===== config.mk =====
export PLATFORM = sky130hd
export DESIGN_NAME = command_line_number_parser_top
export DESIGN_NICKNAME = d
export VERILOG_FILES = /design/src/sv/clnp_pkg.sv /design/src/sv/command_line_number_parser_top.sv
export SDC_FILE = /design/constraint.sdc
export NUM_CORES = 1
export LEC_CHECK = 0
export ABC_AREA = 1
export BUFFER_PORTS_ARGS = -buffer_cell sky130_fd_sc_hd__buf_2
export CAP_MARGIN = 20
export CORE_MARGIN = 4
export CORE_UTILIZATION = 55
export DETAILED_ROUTE_END_ITERATION = 6
export PLACE_DENSITY = 0.73
export SLEW_MARGIN = 20
export SYNTH_ARGS = -nofsm -noshare
export SYNTH_HDL_FRONTEND = slang
export SYNTH_SLANG_ARGS = --single-unit

===== constraint.sdc =====
create_clock -name clk_i -period 5.35 [get_ports clk_i]
set_input_delay 1.07 -clock clk_i [delete_from_list [all_inputs] [get_ports clk_i]]
set_output_delay 1.07 -clock clk_i [all_outputs]
set_load 0.005 [all_outputs]

===== src/sv/clnp_pkg.sv =====
// ----------------------------------------------------------------------------
// clnp_pkg
// Shared constants, codes and keyword tables for the command line parser.
// ----------------------------------------------------------------------------
package clnp_pkg;

  // Default line length limit; only lines shorter than it decode a keyword
  localparam int MaxLineDefault = 64;

  // Largest argument value
  localparam logic [15:0] ValueMax = 16'hFFFF;

  // Result command codes
  localparam logic [2:0] CmdUnknown = 3'd0;
  localparam logic [2:0] CmdMac     = 3'd1;
  localparam logic [2:0] CmdId      = 3'd2;
  localparam logic [2:0] CmdStatus  = 3'd3;
  localparam logic [2:0] CmdDec     = 3'd4;

  // Keyword slots, one bit each in the alive mask
  localparam int NumKw = 4;

  // Number radix of the argument
  typedef enum logic [1:0] {
    RadixDec = 2'd0,
    RadixOct = 2'd1,
    RadixBin = 2'd2,
    RadixHex = 2'd3
  } radix_e;

  // Characters that matter to the parser
  localparam logic [7:0] ChSpace = 8'h20;
  localparam logic [7:0] ChTab   = 8'h09;
  localparam logic [7:0] ChZero  = 8'h30;
  localparam logic [7:0] ChLowB  = 8'h62;
  localparam logic [7:0] ChLowX  = 8'h78;

  // Length of keyword k
  function automatic logic [2:0] kw_len(input logic [1:0] k);
    logic [2:0] len;
    unique case (k)
      2'd0:    len = 3'd3;  // mac
      2'd1:    len = 3'd2;  // id
      2'd2:    len = 3'd6;  // status
      default: len = 3'd3;  // dec
    endcase
    return len;
  endfunction

  // Character of keyword k at position pos (zero past its end)
  function automatic logic [7:0] kw_char(input logic [1:0] k, input logic [2:0] pos);
    logic [7:0] ch;
    ch = 8'h00;
    unique case (k)
      2'd0: begin
        unique case (pos)
          3'd0:    ch = "m";
          3'd1:    ch = "a";
          3'd2:    ch = "c";
          default: ch = 8'h00;
        endcase
      end
      2'd1: begin
        unique case (pos)
          3'd0:    ch = "i";
          3'd1:    ch = "d";
          default: ch = 8'h00;
        endcase
      end
      2'd2: begin
        unique case (pos)
          3'd0:    ch = "s";
          3'd1:    ch = "t";
          3'd2:    ch = "a";
          3'd3:    ch = "t";
          3'd4:    ch = "u";
          3'd5:    ch = "s";
          default: ch = 8'h00;
        endcase
      end
      default: begin
        unique case (pos)
          3'd0:    ch = "d";
          3'd1:    ch = "e";
          3'd2:    ch = "c";
          default: ch = 8'h00;
        endcase
      end
    endcase
    return ch;
  endfunction

endpackage


===== src/sv/command_line_number_parser_top.sv =====
// ----------------------------------------------------------------------------
// command_line_number_parser_top
// Decodes a command keyword and a dec, oct, bin or hex unsigned argument, one
// character per item, and gives one result item on the last character of each line.
// ----------------------------------------------------------------------------
//  Channel   Dir  Payload                                   Moves on
//  s_axis    in   tdata[7:0] char_in, tlast line_end        tvalid & tready
//  m_axis    out  tdata[2:0] command_code,                  tvalid & tready
//                 tdata[18:3] number_value,
//                 tdata[19] argument_error, tdata[23:20] 0
//
//  One character per cycle but for a held line end: an input register, one pass of
//  compare and shift-add logic that updates the line state, and a result register.
//  A result item is registered from the last character in the input register.
//  Reset clears the line state; every result also returns it to reset.
//  A stalled result register holds only the last character of the next
//  line in the input register; other characters keep flowing.
// ----------------------------------------------------------------------------
module command_line_number_parser_top #(
  parameter int MaxLine = clnp_pkg::MaxLineDefault
) (
  input  logic        clk_i,
  input  logic        rst_ni,
  input  logic        s_axis_tvalid,
  output logic        s_axis_tready,
  input  logic [7:0]  s_axis_tdata,   // [7:0] char_in
  input  logic        s_axis_tlast,   // line_end
  output logic        m_axis_tvalid,
  input  logic        m_axis_tready,
  output logic [23:0] m_axis_tdata    // [2:0] command_code, [18:3] number_value,
                                      // [19] argument_error, [23:20] zero
);
  import clnp_pkg::*;

  localparam int LenW = $clog2(MaxLine + 1);
  localparam logic [LenW-1:0] LenMax = LenW'(MaxLine);

  // Input register
  logic       in_valid_q, in_valid_d;
  logic [7:0] in_char_q;
  logic       in_last_q;

  // Line state
  logic            split_q, split_d;
  logic [LenW-1:0] len_q, len_d;
  logic [NumKw-1:0] alive_q, alive_d;
  logic [2:0]      kw_pos_q, kw_pos_d;
  logic [1:0]      arg_pos_q, arg_pos_d;   // saturates at 2
  radix_e          radix_q, radix_d;
  logic [15:0]     acc_q, acc_d;
  logic            ovf_q, ovf_d;
  logic            f_digit_q, f_digit_d;
  logic            f_fed_q, f_fed_d;
  logic            f_stray_q, f_stray_d;
  logic            f_zero_q, f_zero_d;

  // Result register
  logic        out_valid_q, out_valid_d;
  logic [19:0] out_data_q, out_data_d;

  logic advance;
  logic out_free;

  // Per-character logic
  logic [7:0]  ch, lc;
  logic        is_blank;
  logic        do_feed;
  radix_e      feed_radix;
  logic [4:0]  digit;
  logic [4:0]  base;
  logic        digit_ok;
  logic [20:0] acc_next;
  logic [2:0]  code;
  logic [15:0] value;
  logic        err;

  assign out_free      = !out_valid_q || m_axis_tready;
  assign advance       = in_valid_q && (!in_last_q || out_free);
  assign s_axis_tready = !in_valid_q || advance;
  assign in_valid_d    = s_axis_tready ? s_axis_tvalid : in_valid_q;

  assign ch       = in_char_q;
  assign lc       = (ch >= "A" && ch <= "Z") ? ch + 8'd32 : ch;
  assign is_blank = (ch == ChSpace) || (ch == ChTab);

  // Decode the character as a digit of the feed radix
  always_comb begin
    digit = 5'd31;
    if (ch >= "0" && ch <= "9") begin
      digit = 5'(ch - "0");
    end else if (ch >= "a" && ch <= "f") begin
      digit = 5'(ch - "a") + 5'd10;
    end else if (ch >= "A" && ch <= "F") begin
      digit = 5'(ch - "A") + 5'd10;
    end
    unique case (feed_radix)
      RadixDec: base = 5'd10;
      RadixOct: base = 5'd8;
      RadixBin: base = 5'd2;
      default:  base = 5'd16;
    endcase
    digit_ok = digit < base;
    unique case (feed_radix)
      RadixDec: acc_next = {2'b0, acc_q, 3'b0} + {4'b0, acc_q, 1'b0} + 21'(digit);
      RadixOct: acc_next = {2'b0, acc_q, 3'b0} + 21'(digit);
      RadixBin: acc_next = {4'b0, acc_q, 1'b0} + 21'(digit);
      default:  acc_next = {1'b0, acc_q, 4'b0} + 21'(digit);
    endcase
  end

  // Next line state
  always_comb begin
    split_d   = split_q;
    len_d     = (len_q < LenMax) ? len_q + 1'b1 : len_q;
    alive_d   = alive_q;
    kw_pos_d  = kw_pos_q;
    arg_pos_d = arg_pos_q;
    radix_d   = radix_q;
    acc_d     = acc_q;
    ovf_d     = ovf_q;
    f_digit_d = f_digit_q;
    f_fed_d   = f_fed_q;
    f_stray_d = f_stray_q;
    f_zero_d  = f_zero_q;
    do_feed   = 1'b0;
    feed_radix = radix_q;

    if (!split_q && is_blank) begin
      split_d = 1'b1;
    end else if (!split_q) begin
      // Drop keywords that no longer match
      for (int k = 0; k < NumKw; k++) begin
        if (kw_pos_q >= kw_len(2'(k)) || kw_char(2'(k), kw_pos_q) != lc) begin
          alive_d[k] = 1'b0;
        end
      end
      if (kw_pos_q != 3'd7) begin
        kw_pos_d = kw_pos_q + 3'd1;
      end
    end else begin
      if (arg_pos_q == 2'd0) begin
        if (ch == ChZero) begin
          f_zero_d = 1'b1;
        end else begin
          do_feed = 1'b1;
        end
      end else if (arg_pos_q == 2'd1 && f_zero_q) begin
        // Resolve the prefix after a leading zero
        f_zero_d = 1'b0;
        if (ch == ChLowB) begin
          radix_d = RadixBin;
        end else if (ch == ChLowX) begin
          radix_d = RadixHex;
        end else begin
          radix_d    = RadixOct;
          feed_radix = RadixOct;
          do_feed    = 1'b1;
        end
      end else begin
        do_feed = 1'b1;
      end
      if (arg_pos_q != 2'd2) begin
        arg_pos_d = arg_pos_q + 2'd1;
      end
    end

    // Digit reader: accumulate, skip leading blanks, flag strays and overflow
    if (do_feed) begin
      f_fed_d = 1'b1;
      if (!f_stray_q) begin
        if (digit_ok) begin
          f_digit_d = 1'b1;
          if (!ovf_q) begin
            if (acc_next > 21'(ValueMax)) begin
              ovf_d = 1'b1;
            end else begin
              acc_d = acc_next[15:0];
            end
          end
        end else if (!(is_blank && !f_digit_q)) begin
          f_stray_d = 1'b1;
        end
      end
    end
  end

  // Result from the updated state
  always_comb begin
    code  = CmdUnknown;
    value = 16'd0;
    err   = 1'b0;
    if (len_d < LenMax) begin
      for (int k = 0; k < NumKw; k++) begin
        if (alive_d[k] && kw_pos_d == kw_len(2'(k))) begin
          code = 3'(k + 1);
        end
      end
    end
    if (code == CmdDec) begin
      priority if (f_zero_d) begin
        value = 16'd0;
      end else if ((radix_d == RadixBin || radix_d == RadixHex) && !f_fed_d) begin
        value = 16'd0;
      end else if (f_stray_d || !f_digit_d || ovf_d) begin
        err = 1'b1;
      end else begin
        value = acc_d;
      end
    end
    out_data_d  = {err, value, code};
    out_valid_d = (advance && in_last_q) ? 1'b1 : (m_axis_tready ? 1'b0 : out_valid_q);
  end

  // Input register
  always_ff @(posedge clk_i or negedge rst_ni) begin
    if (!rst_ni) begin
      in_valid_q <= 1'b0;
    end else begin
      in_valid_q <= in_valid_d;
    end
  end

  always_ff @(posedge clk_i) begin
    if (s_axis_tready && s_axis_tvalid) begin
      in_char_q <= s_axis_tdata;
      in_last_q <= s_axis_tlast;
    end
  end

  // Line state: advance per item, back to reset after each result
  always_ff @(posedge clk_i or negedge rst_ni) begin
    if (!rst_ni) begin
      split_q   <= 1'b0;
      len_q     <= '0;
      alive_q   <= '1;
      kw_pos_q  <= 3'd0;
      arg_pos_q <= 2'd0;
      radix_q   <= RadixDec;
      acc_q     <= 16'd0;
      ovf_q     <= 1'b0;
      f_digit_q <= 1'b0;
      f_fed_q   <= 1'b0;
      f_stray_q <= 1'b0;
      f_zero_q  <= 1'b0;
    end else if (advance) begin
      if (in_last_q) begin
        split_q   <= 1'b0;
        len_q     <= '0;
        alive_q   <= '1;
        kw_pos_q  <= 3'd0;
        arg_pos_q <= 2'd0;
        radix_q   <= RadixDec;
        acc_q     <= 16'd0;
        ovf_q     <= 1'b0;
        f_digit_q <= 1'b0;
        f_fed_q   <= 1'b0;
        f_stray_q <= 1'b0;
        f_zero_q  <= 1'b0;
      end else begin
        split_q   <= split_d;
        len_q     <= len_d;
        alive_q   <= alive_d;
        kw_pos_q  <= kw_pos_d;
        arg_pos_q <= arg_pos_d;
        radix_q   <= radix_d;
        acc_q     <= acc_d;
        ovf_q     <= ovf_d;
        f_digit_q <= f_digit_d;
        f_fed_q   <= f_fed_d;
        f_stray_q <= f_stray_d;
        f_zero_q  <= f_zero_d;
      end
    end
  end

  // Result register
  always_ff @(posedge clk_i or negedge rst_ni) begin
    if (!rst_ni) begin
      out_valid_q <= 1'b0;
    end else begin
      out_valid_q <= out_valid_d;
    end
  end

  always_ff @(posedge clk_i) begin
    if (advance && in_last_q) begin
      out_data_q <= out_data_d;
    end
  end

  assign m_axis_tvalid = out_valid_q;
  assign m_axis_tdata  = {4'b0, out_data_q};

endmodule

# Word-level counts from Yosys, hierarchy flattened
# Cells that the tools add are included.
dict set report word_totals {
  regBits 71
  wordCells 223
}
dict set report op_classes {
  n_addsub 14
  order_cmp 14
  n_eq_ne 26
  n_mux 103
  n_bitwise 1
  n_reduce_logical 46
}
# op count
set op_table {}
lappend op_table {{16-bit two-way mux} 6}
lappend op_table {{8-bit two-way mux} 9}
lappend op_table {{21-bit one-hot mux with 3 select lines} 1}
lappend op_table {{3-bit two-way mux} 17}
lappend op_table {{20-bit by 5-bit adder with 21-bit output} 2}
lappend op_table {{7-bit one-hot mux with 3 select lines} 2}
lappend op_table {{1-bit two-way mux} 40}
lappend op_table {{2-bit two-way mux} 17}
lappend op_table {{8-bit != test} 4}
lappend op_table {{7-bit one-hot mux with 4 select lines} 1}
lappend op_table {{8-bit by 7-bit <= comparator with 1-bit output, second input constant} 3}
lappend op_table {{21-bit by 16-bit > comparator with 1-bit output, second input constant} 1}
lappend op_table {{19-bit by 17-bit adder with 20-bit output} 1}
lappend op_table {{19-bit by 5-bit adder with 20-bit output} 1}
lappend op_table {{17-bit by 5-bit adder with 18-bit output} 1}
lappend op_table {{8-bit by 6-bit equality test with 1-bit output, second input constant} 2}
lappend op_table {{8-bit by 7-bit equality test with 1-bit output, second input constant} 2}
lappend op_table {{8-bit by 7-bit greater-or-equal comparator with 1-bit output, second input constant} 2}
lappend op_table {{1-bit logical AND} 15}
lappend op_table {{5-bit two-way mux} 3}
lappend op_table {{5-bit one-hot mux with 3 select lines} 1}
lappend op_table {{7-bit less-than comparator, second input constant} 2}
lappend op_table {{7-bit two-way mux} 2}
lappend op_table {{7-bit one-hot mux with 2 select lines} 1}
lappend op_table {{32 further kinds} 68}

# Longest topological paths before layout
# Gate-level depths: netlist of run 1.
dict set report logic_depth {
  word_depth 19
  ltp_mapped 31
  ltp_nobuf 30
}

# Least setup slack after synthesis of run 1
# Ideal clock, no wire load.
dict set report synth_timing {
  kind {register to register}
  from {register in_char_q[0], in the netlist ch[0]}
  to {register out_data_q[5] (data pin)}
  setup_ps 254
  arrival_time_ps 3788
  required_ps 5096
  slack_ps 1308
  stages_incl_launch_ff 28
  n_path_buf 1
  period_less_slack_ps 4042
  cell_sequence {edfxtp_1 -> inv_1 -> ha_1 -> inv_1 -> nor2_1 -> nor2_1 -> a21boi_1 -> nand2_1 -> inv_1 -> nor2_1 -> nor2_1 -> fa_1 -> inv_1 -> ha_1 -> or2_2 -> nand3_1 -> nand2_1 -> nand2_1 -> nand3_1 -> nand3_2 -> nand3_2 -> nor2_4 -> nand3_4 -> buf_6 -> o21bai_2 -> nand2_1 -> inv_1 -> nor2_1}
}
dict set report synth_between {
  elab_chain_len 17
}
# item line_no
set synth_rtl {}
lappend synth_rtl {{start: declaration} command_line_number_parser_top.sv:40} ;# logic [7:0] in_char_q;
lappend synth_rtl {{start signal: assignment} command_line_number_parser_top.sv:225} ;# in_char_q <= s_axis_tdata;
lappend synth_rtl {{parallel branches: the longest is 17 deep, another holds 20-bit by 5-bit adder with 21-bit output} --}
lappend synth_rtl {{end signal: assignment} command_line_number_parser_top.sv:287} ;# out_data_q <= out_data_d;
lappend synth_rtl {{end: declaration} command_line_number_parser_top.sv:59} ;# logic [19:0] out_data_q, out_data_d;
# Several ways; the timed one is not identified.
# A chain may end at the register's enable or synchronous reset.

# Worst setup path after layout of run 1
dict set report layout_timing {
  from {register in_char_q[0], in the netlist ch[0]}
  to {register out_data_q[14] (data pin)}
}
# The elaborated chain is that of the path after synthesis.

==> results.json, run 1 <==
{
  "status": "completed",
  "reg2regPathDepth": 26,
  "critPathMaxFanout": 17,
  "row_count": 41,
  "setup_viol": 0,
  "reg2reg_from": "ch[0]",
  "post_drt_wl_per_cell_um": 14.9,
  "hold_violations": 0,
  "dieWidth_um": 123,
  "crit_family": "simple AND/OR/NAND/NOR gates",
  "critPathArrivalTime_ns": 4.78,
  "grt-ovfl-total": 0,
  "path_depth": 26,
  "fin_skew_ns": 0.0131,
  "required_ns": 5.44,
  "maxCapViolations": 0,
  "grt_max_degree": 43,
  "synth_warnings": 0,
  "crit_slowest_cell": "edfxtp_1",
  "synthTopCellsByArea": "nand2_1 16%, dfrtp_1 13%, edfxtp_1 12%",
  "antenna_found_initial": 0,
  "vias": 7021,
  "cp-endpoint": "out_data_q[14]",
  "max_stage_delay_ns": 0.52,
  "cts_hold_buf": 0,
  "syn_area_um2": 7300,
  "path_class": "reg -> reg",
  "slew_violations": 0,
  "cts_buffer_depth": 2,
  "synthFlopType": "dfrtp_1",
  "cpMostUsedCell": "nand2_1",
  "drt_first_pass_iters": 5,
  "power.density_nw_per_um2": 182,
  "core_um2": 12800,
  "avgViaCountPerCell": 5.53,
  "start_kind": "flip-flop",
  "place_hpwl_mm": 14.8,
  "async_flop_share_pct": 59.2,
  "p_leak_nw": 3.94,
  "cts_num_sinks": 71,
  "finalPower_mw": 1.43,
  "clkLatencyLatePin_ns": 0.34,
  "clk_pin_slew_ns": 0.07,
  "cts-root-buf": "clkbuf_16",
  "final_area_um2": 7840,
  "num_antenna_cells": 0,
  "slew_headroom_pct": 33.0,
  "path_buf_inv": 4,
  "synth-seq-cells": 71,
  "grt_usage_pct": 26.1,
  "fillCellCount": 1229,
  "cp-end-kind": "flip-flop",
  "tightest_slew_ns": 1.00,
  "ant_nets": 0,
  "gp_congestion": 0.989,
  "wirelength_mm": 18.9,
  "synth_top_area_share_pct": 15.8,
  "post_cts_buffers": 0,
  "grt_setup_unrepaired": "no",
  "grt_pass1_wl_mm": 31.3,
  "nets": 1165,
  "hold_slack_ns": 0.499,
  "area_growth_pct": 7.49,
  "portBuffers": 34,
  "placed_area_um2": 7560,
  "synth_area_per_cell_um2": 6.84,
  "synth_edf_count": 29,
  "dieArea_um2": 15200,
  "cts_tree": "yes",
  "hp-class": "reg -> reg",
  "max_freq_mhz": 213,
  "layout-drive-gt1-share_pct": 12.8,
  "die_h_um": 123,
  "r2r-end": "out_data_q[14]",
  "initial_core_util_pct": 56.9,
  "seq_area_frac_synth_pct": 26.4,
  "synth_top_area_cell": "nand2_1",
  "cts_resized": 0,
  "period_share_pct": 87.6,
  "finalSetupTns_ns": 0,
  "cts_buffers": 9,
  "critPathLaunch": "ch[0]",
  "r2r_slack_ns": 0.67,
  "ios": 39,
  "synth_cell_types": 51,
  "drc": 0,
  "grt_pass1_vias": 6483,
  "drt-initial-drc-count": 587,
  "cts_max_level": 3,
  "peakVddDrop_mv": 0.187,
  "synth_cells": 1067,
  "fin_crit_ns": 4.68
}
==> worst min path at each step <==
stage,cells past startpoint,end,slack [ns],start
floorplan,2,alive_q[0],0.47,alive_q[0]
global placement,2,alive_q[0],0.48,alive_q[0]
detailed placement,2,alive_q[0],0.50,alive_q[0]
CTS,2,alive_q[0],0.50,alive_q[0]
global route,2,alive_q[0],0.55,alive_q[0]
finish,2,alive_q[0],0.50,alive_q[0]
==> cells by family after synthesis <==
kind of cell	share of synthesized area, %
AND/OR/NAND/NOR	36.6
buffers and inverters	10.2
AO/OA/AOI/OAI	12.3
flip-flops	26.4
adder cells (fa/ha/maj)	10.6
XOR/XNOR	3.72
other	0.0514
==> per-stage QoR <==
step	std cells	worst slack (ns)	utilization [%]
2_1_floorplan	1070	1.31	-
3_3_place_gp	1254	0.778	58.9
3_5_place_dp	1254	0.729	58.9
4_1_cts	1270	0.696	61.2
5_1_grt	1270	0.165	61.2
6_report	1270	0.665	61.2
==> area by class of cell <==
| type | count | area [um2] | share of cell area (%) |
|---|---|---|---|
| clock buffer | 9 | 225 | 2.87 |
| clock inverter | 7 | 60.1 | 0.766 |
| inverter | 157 | 597 | 7.61 |
| multi-input combinational | 818 | 4630 | 59.1 |
| sequential | 71 | 1930 | 24.6 |
| tap | 172 | 215 | 2.74 |
| timing repair buffer | 36 | 185 | 2.36 |
==> routing by layer <==
layer | track usage [%] | up-vias | wire length, um
met2 | 45.4 | 253 | 9270
met5 | 0 | - | 0
met3 | 3.57 | 59 | 937
met4 | 10.4 | 0 | 702
met1 | 32.7 | 3190 | 8020
li1 | - | 3519 | -
==> sequential cells by signal (all words and copies together) (netlist names) <==
signal,flops
out_data_q,20
acc_q,16
ch,8
len_q,7
alive_q,4
kw_pos_q,3
arg_pos_q,2
radix_q,2
f_digit_q,1
f_fed_q,1
f_stray_q,1
f_zero_q,1
in_last_q,1
in_valid_q,1
m_axis_tvalid,1
ovf_q,1
split_q,1
==> cells in the mapped netlist, types with 6 or more instances <==
library cell  count
inv_2             8
o21bai_2         10
xor2_1           28
buf_4             8
nand4_1          18
nor3_1           12
nand3_1          88
o21ai_0          57
or2_2            12
nand2_2          10
buf_2             6
a21oi_1          40
nor2_4            9
nor2_1           80
dfrtp_1          38
clkbuf_1          7
inv_1           147
nor2_2           12
edfxtp_1         29
ha_1             54
nand2_1         308
nand3_2          10
==> placed cells by master (no fill, tap or decap), types with 5 or more instances in the layout <==
master,n
nand3_2,10
nand3_1,88
buf_2,34
clkbuf_16,9
or2_2,12
nor2_2,12
nor3_1,12
edfxtp_1,29
inv_1,147
inv_2,8
nor2_4,9
fa_1,5
nand2_2,10
nand4_1,18
nand3b_1,5
nand2_1,308
o21ai_0,57
o22ai_1,5
o211ai_1,5
ha_1,54
dfrtp_1,38
xor2_1,28
a31oi_1,5
a21oi_1,40
o21bai_2,10
nor2_1,80
==> where the power goes <==
part           switching (mW)  internal (mW)  total, mW
Combinational           0.147         0.0800      0.227
Sequential             0.0252          0.598      0.624
Clock                   0.253          0.323      0.576
==> worst min-delay path, stage by stage, from the launching register on <==
cell	delay [ns]
dfstp_2	0.38
nand2_1	0.06
nand3_1	0.06
Note: power is estimated with default switching activity, not from simulation.
==> run 2, diff against run 1 <==
- clock period: 5.35 -> 5.55 ns (I/O delays scaled with it)
==> results.json, run 2 (same netlist as run 1, synthesis figures left out) <==
{
  "status": "completed",
  "slew_headroom_pct": 57.2,
  "drt_first_pass_iters": 5,
  "place_hpwl_mm": 14.8,
  "grt_max_degree": 43,
  "wirelength_mm": 19.1,
  "hold_slack_ns": 0.501,
  "fin_util_pct": 61.3,
  "crit_family": "simple AND/OR/NAND/NOR gates",
  "p_leak_nw": 3.95,
  "dieArea_um2": 15200,
  "cp-end-kind": "flip-flop",
  "path_buf_inv": 4,
  "ios": 39,
  "peakVddDrop_mv": 0.177,
  "antenna_found_initial": 0,
  "period_share_pct": 84.8,
  "r2r_slack_ns": 0.84,
  "nets": 1166,
  "critPathMaxFanout": 17,
  "final_common_cell": "nand2_1",
  "grt_pass1_wl_mm": 31.6,
  "power.density_nw_per_um2": 176,
  "initial_core_util_pct": 56.9,
  "largest_register_ffs": 20,
  "switchingPower_mw": 0.417,
  "hp-class": "reg -> reg",
  "required_ns": 5.65,
  "start_kind": "flip-flop",
  "avgViaCountPerCell": 5.46,
  "clkLatencyLatePin_ns": 0.35,
  "final_area_um2": 7870,
  "drc": 0,
  "gp_congestion": 0.987,
  "dp_cells": 1254,
  "crit_slowest_cell": "edfxtp_1",
  "max_freq_mhz": 212,
  "ant_nets": 0,
  "instances_no_fill": 1271,
  "grt_usage_pct": 26.6,
  "max_stage_delay_ns": 0.52,
  "final_cell_mix": "308 x nand2_1, 147 x inv_1, 88 x nand3_1",
  "portBuffers": 34,
  "layout-drive-gt1-share_pct": 12.8,
  "dieWidth_um": 123,
  "drt-initial-drc-count": 381,
  "top_regs": "out_data_q (20), acc_q (16), ch (8)",
  "cts_max_level": 3,
  "cts_buffer_depth": 2,
  "path_class": "reg -> reg",
  "grt-ovfl-total": 0,
  "cts_tree": "yes",
  "tightest_slew_ns": 0.641,
  "p_comb_share_pct": 16.1,
  "critPathArrivalTime_ns": 4.81,
  "die_h_um": 123,
  "post_cts_buffers": 0,
  "row_count": 41,
  "fin_ws_ns": 0.841,
  "post_drt_wl_per_cell_um": 15.0,
  "cts_resized": 0,
  "post-place-ws_ns": 0.886,
  "cts_hold_buf": 0,
  "fin_crit_ns": 4.71,
  "clk_pin_slew_ns": 0.07,
  "grt_setup_unrepaired": "no",
  "pwr-share-seq_pct": 43.5,
  "finalPower_mw": 1.38,
  "cpMostUsedCell": "nand2_1",
  "grt_pass1_vias": 6575,
  "cts_num_sinks": 71,
  "vias": 6943,
  "cts-root-buf": "clkbuf_16",
  "top_register": "out_data_q",
  "sw_frac_of_total_pct": 30.2,
  "num_antenna_cells": 0,
  "setup_viol": 0,
  "p_clk_share_pct": 40.4,
  "finalSetupTns_ns": 0,
  "placed_area_um2": 7560,
  "maxCapViolations": 0,
  "power.internal_mw": 0.966,
  "core_um2": 12800,
  "slew_violations": 0,
  "cts_buffers": 9,
  "area_growth_pct": 7.80,
  "fin_skew_ns": 0.0121,
  "hold_violations": 0
}
==> run 2: path summary, 6_finish.rpt <==
check,startpoint,endpoint,cells after the start
max reg2reg,ch[0],out_data_q[14],26
min,alive_q[0],alive_q[0],2
min in group asynchronous,rst_ni,acc_q[13],1
max in group asynchronous,rst_ni,alive_q[1],2
max,ch[0],out_data_q[14],26
min reg2reg,alive_q[0],alive_q[0],2
==> run 2: layout make-up <==
| class | instances | area, um2 |
|---|---|---|
| Fill cell | 1250 | 4960 |
| Multi-Input combinational cell | 818 | 4630 |
| Timing Repair Buffer | 37 | 205 |
| Sequential cell | 71 | 1930 |
| Tap cell | 172 | 215 |
| Inverter | 157 | 597 |
| Clock buffer | 9 | 225 |
| Clock inverter | 7 | 62.6 |
==> run 2: worst register-to-register path: cells and delay by family, from the launching register on <==
family          cells  cell delay, ns
compound gates      1            0.16
buf+inv             4            0.48
flops               1            0.52
fa+ha+maj           3            0.93
simple gates       18            2.36
==> run 2: power groups by stage <==
stage / Clock (mW) / Sequential (mW) / Combinational, mW
after floorplan: 0 / 0.603 / 0.169
after global placement: 0 / 0.610 / 0.217
after detailed placement: 0 / 0.611 / 0.220
after CTS: 0.567 / 0.601 / 0.222
after global routing: 0.597 / 0.605 / 0.254
final: 0.559 / 0.601 / 0.223
==> run 2: per-layer routing <==
metal / up-vias / global-route usage [%] / part of all wire [%]
met1: 3186 / 33.0 / 43
met3: 56 / 3.57 / 4.1
met5: - / 0 / 0
li1: 3533 / - / -
met4: 0 / 13.0 / 4.2
met2: 168 / 45.5 / 48
==> run 3, diff against run 2 <==
- PLACE_DENSITY: 0.73 -> 0.76
- clock period: 5.55 -> 4.3 ns (I/O delays scaled with it)
==> results.json, run 3 (same netlist as run 1, synthesis figures left out) <==
{
  "status": "completed",
  "max_freq_mhz": 243,
  "ant_nets": 0,
  "die_h_um": 123,
  "grt_usage_pct": 27.2,
  "slew_headroom_pct": 34.8,
  "avgViaCountPerCell": 5.56,
  "grt-ovfl-total": 0,
  "clkLatencyLatePin_ns": 0.34,
  "fin_ws_ns": 0.189,
  "seq_area_um2": 1930,
  "p_leak_nw": 4.10,
  "power.density_nw_per_um2": 227,
  "vias": 7180,
  "wirelength_mm": 20.0,
  "cts-root-buf": "clkbuf_16",
  "path_buf_inv": 3,
  "period_share_pct": 95.6,
  "drt_first_pass_iters": 5,
  "setup_viol": 0,
  "grt_pass1_vias": 6762,
  "required_ns": 4.49,
  "cts_max_level": 3,
  "peakVddDrop_mv": 0.263,
  "finalPower_mw": 1.85,
  "max_stage_delay_ns": 0.48,
  "top_regs": "out_data_q (20), acc_q (16), ch (8)",
  "maxCapViolations": 0,
  "core_um2": 12800,
  "row_count": 41,
  "slew_violations": 0,
  "hold_slack_ns": 0.495,
  "area_growth_pct": 11.7,
  "fillCellCount": 1198,
  "start_kind": "flip-flop",
  "cts_num_sinks": 71,
  "critPathArrivalTime_ns": 4.31,
  "path_class": "reg -> reg",
  "tightest_slew_ns": 0.978,
  "top_register": "out_data_q",
  "placed_area_um2": 7670,
  "crit_chain": "inv_1 -> ha_1 -> nand4_1 -> nand2_1 -> nand2_1 -> inv_2 -> nor2_2 -> nor2_2 -> fa_1 -> inv_2 -> ha_4 -> or2_2 -> nand3_1 -> nand2_2 -> nand2_2 -> nand3_2 -> nand3_2 -> nand3_2 -> nor2_4 -> nand4_1 -> nand2_4 -> nand3_4 -> nor2_2",
  "grt_pass1_wl_mm": 32.7,
  "drc": 0,
  "fin_util_pct": 63.6,
  "ios": 39,
  "fin_crit_ns": 4.11,
  "grt_max_degree": 43,
  "cts_buffer_depth": 2,
  "hold_violations": 0,
  "clk_pin_slew_ns": 0.06,
  "portBuffers": 34,
  "cts_buffers": 9,
  "place_hpwl_mm": 15.4,
  "dieArea_um2": 15200,
  "hp-class": "reg -> reg",
  "final_common_cell": "nand2_1",
  "layout-drive-gt1-share_pct": 17.1,
  "cp-end-kind": "flip-flop",
  "final_cell_mix": "301 x nand2_1, 144 x inv_1, 83 x nand3_1",
  "fin_skew_ns": 0.00701,
  "crit_family": "simple AND/OR/NAND/NOR gates",
  "multi_input_area_um2": 4750,
  "gp_congestion": 0.987,
  "cts_tree": "yes",
  "antenna_found_initial": 0,
  "drt-initial-drc-count": 515,
  "cts_hold_buf": 0,
  "dieWidth_um": 123,
  "post-place-ws_ns": 0.0649,
  "final_area_um2": 8150,
  "critPathMaxFanout": 8,
  "post_drt_wl_per_cell_um": 15.5,
  "num_antenna_cells": 0,
  "largest_register_ffs": 20,
  "nets": 1187,
  "initial_core_util_pct": 56.9,
  "crit_slowest_cell": "edfxtp_1"
}
[run 3: layer usage]
layer,GRT usage (%),part of all wire [%]
met4,10.9,3.7
met5,0,0
met1,32.9,42
met3,4.76,5.6
met2,47.9,49
[run 3: metrics by stage]
stage	TNS (ns)	instances
final	0	1292
after global routing	-0.105	1292
after CTS	0	1285
after detailed placement	0	1269
after global placement	0	1269
after floorplan	0	1070
[run 3: area by class of cell]
class,instances,share of cell area (%)
Clock buffer,9,2.76
Clock inverter,7,0.967
Inverter,157,7.32
Multi-Input combinational cell,819,58.3
Sequential cell,71,23.6
Tap cell,172,2.64
Timing Repair Buffer,57,4.36
[run 3: final timing paths]
kind	startpoint	end	slack, ns	cells past startpoint
max	ch[6]	out_data_q[18]	0.19	23
min in group asynchronous	rst_ni	acc_q[15]	0.66	1
min reg2reg	alive_q[0]	alive_q[0]	0.50	2
max in group asynchronous	rst_ni	ovf_q	3.01	1
max reg2reg	ch[6]	out_data_q[18]	0.19	23
min	alive_q[0]	alive_q[0]	0.50	2
[run 3: where the power goes]
group	leakage [nW]	internal (mW)	switching [mW]	total, mW
registers	0.846	0.745	0.0269	0.771
logic	3.10	0.109	0.197	0.307
clock network	0.153	0.457	0.314	0.771
total	4.10	1.31	0.538	1.85
[run 3: repair_timing]
item / 4_1_cts / 5_1_grt
endpoints found under the setup margin: 0 / 33
buffers inserted: 0 / 6
hold endpoints to repair: 0 / 0
resized for setup: 0 / 34
[run 3: worst reg2reg max path, delay by kind of cell, from the launching register on]
kind	cells	cell delay (ns)
fa+ha+maj	3	0.80
buf+inv	3	0.31
flops	1	0.48
simple gates	17	2.37
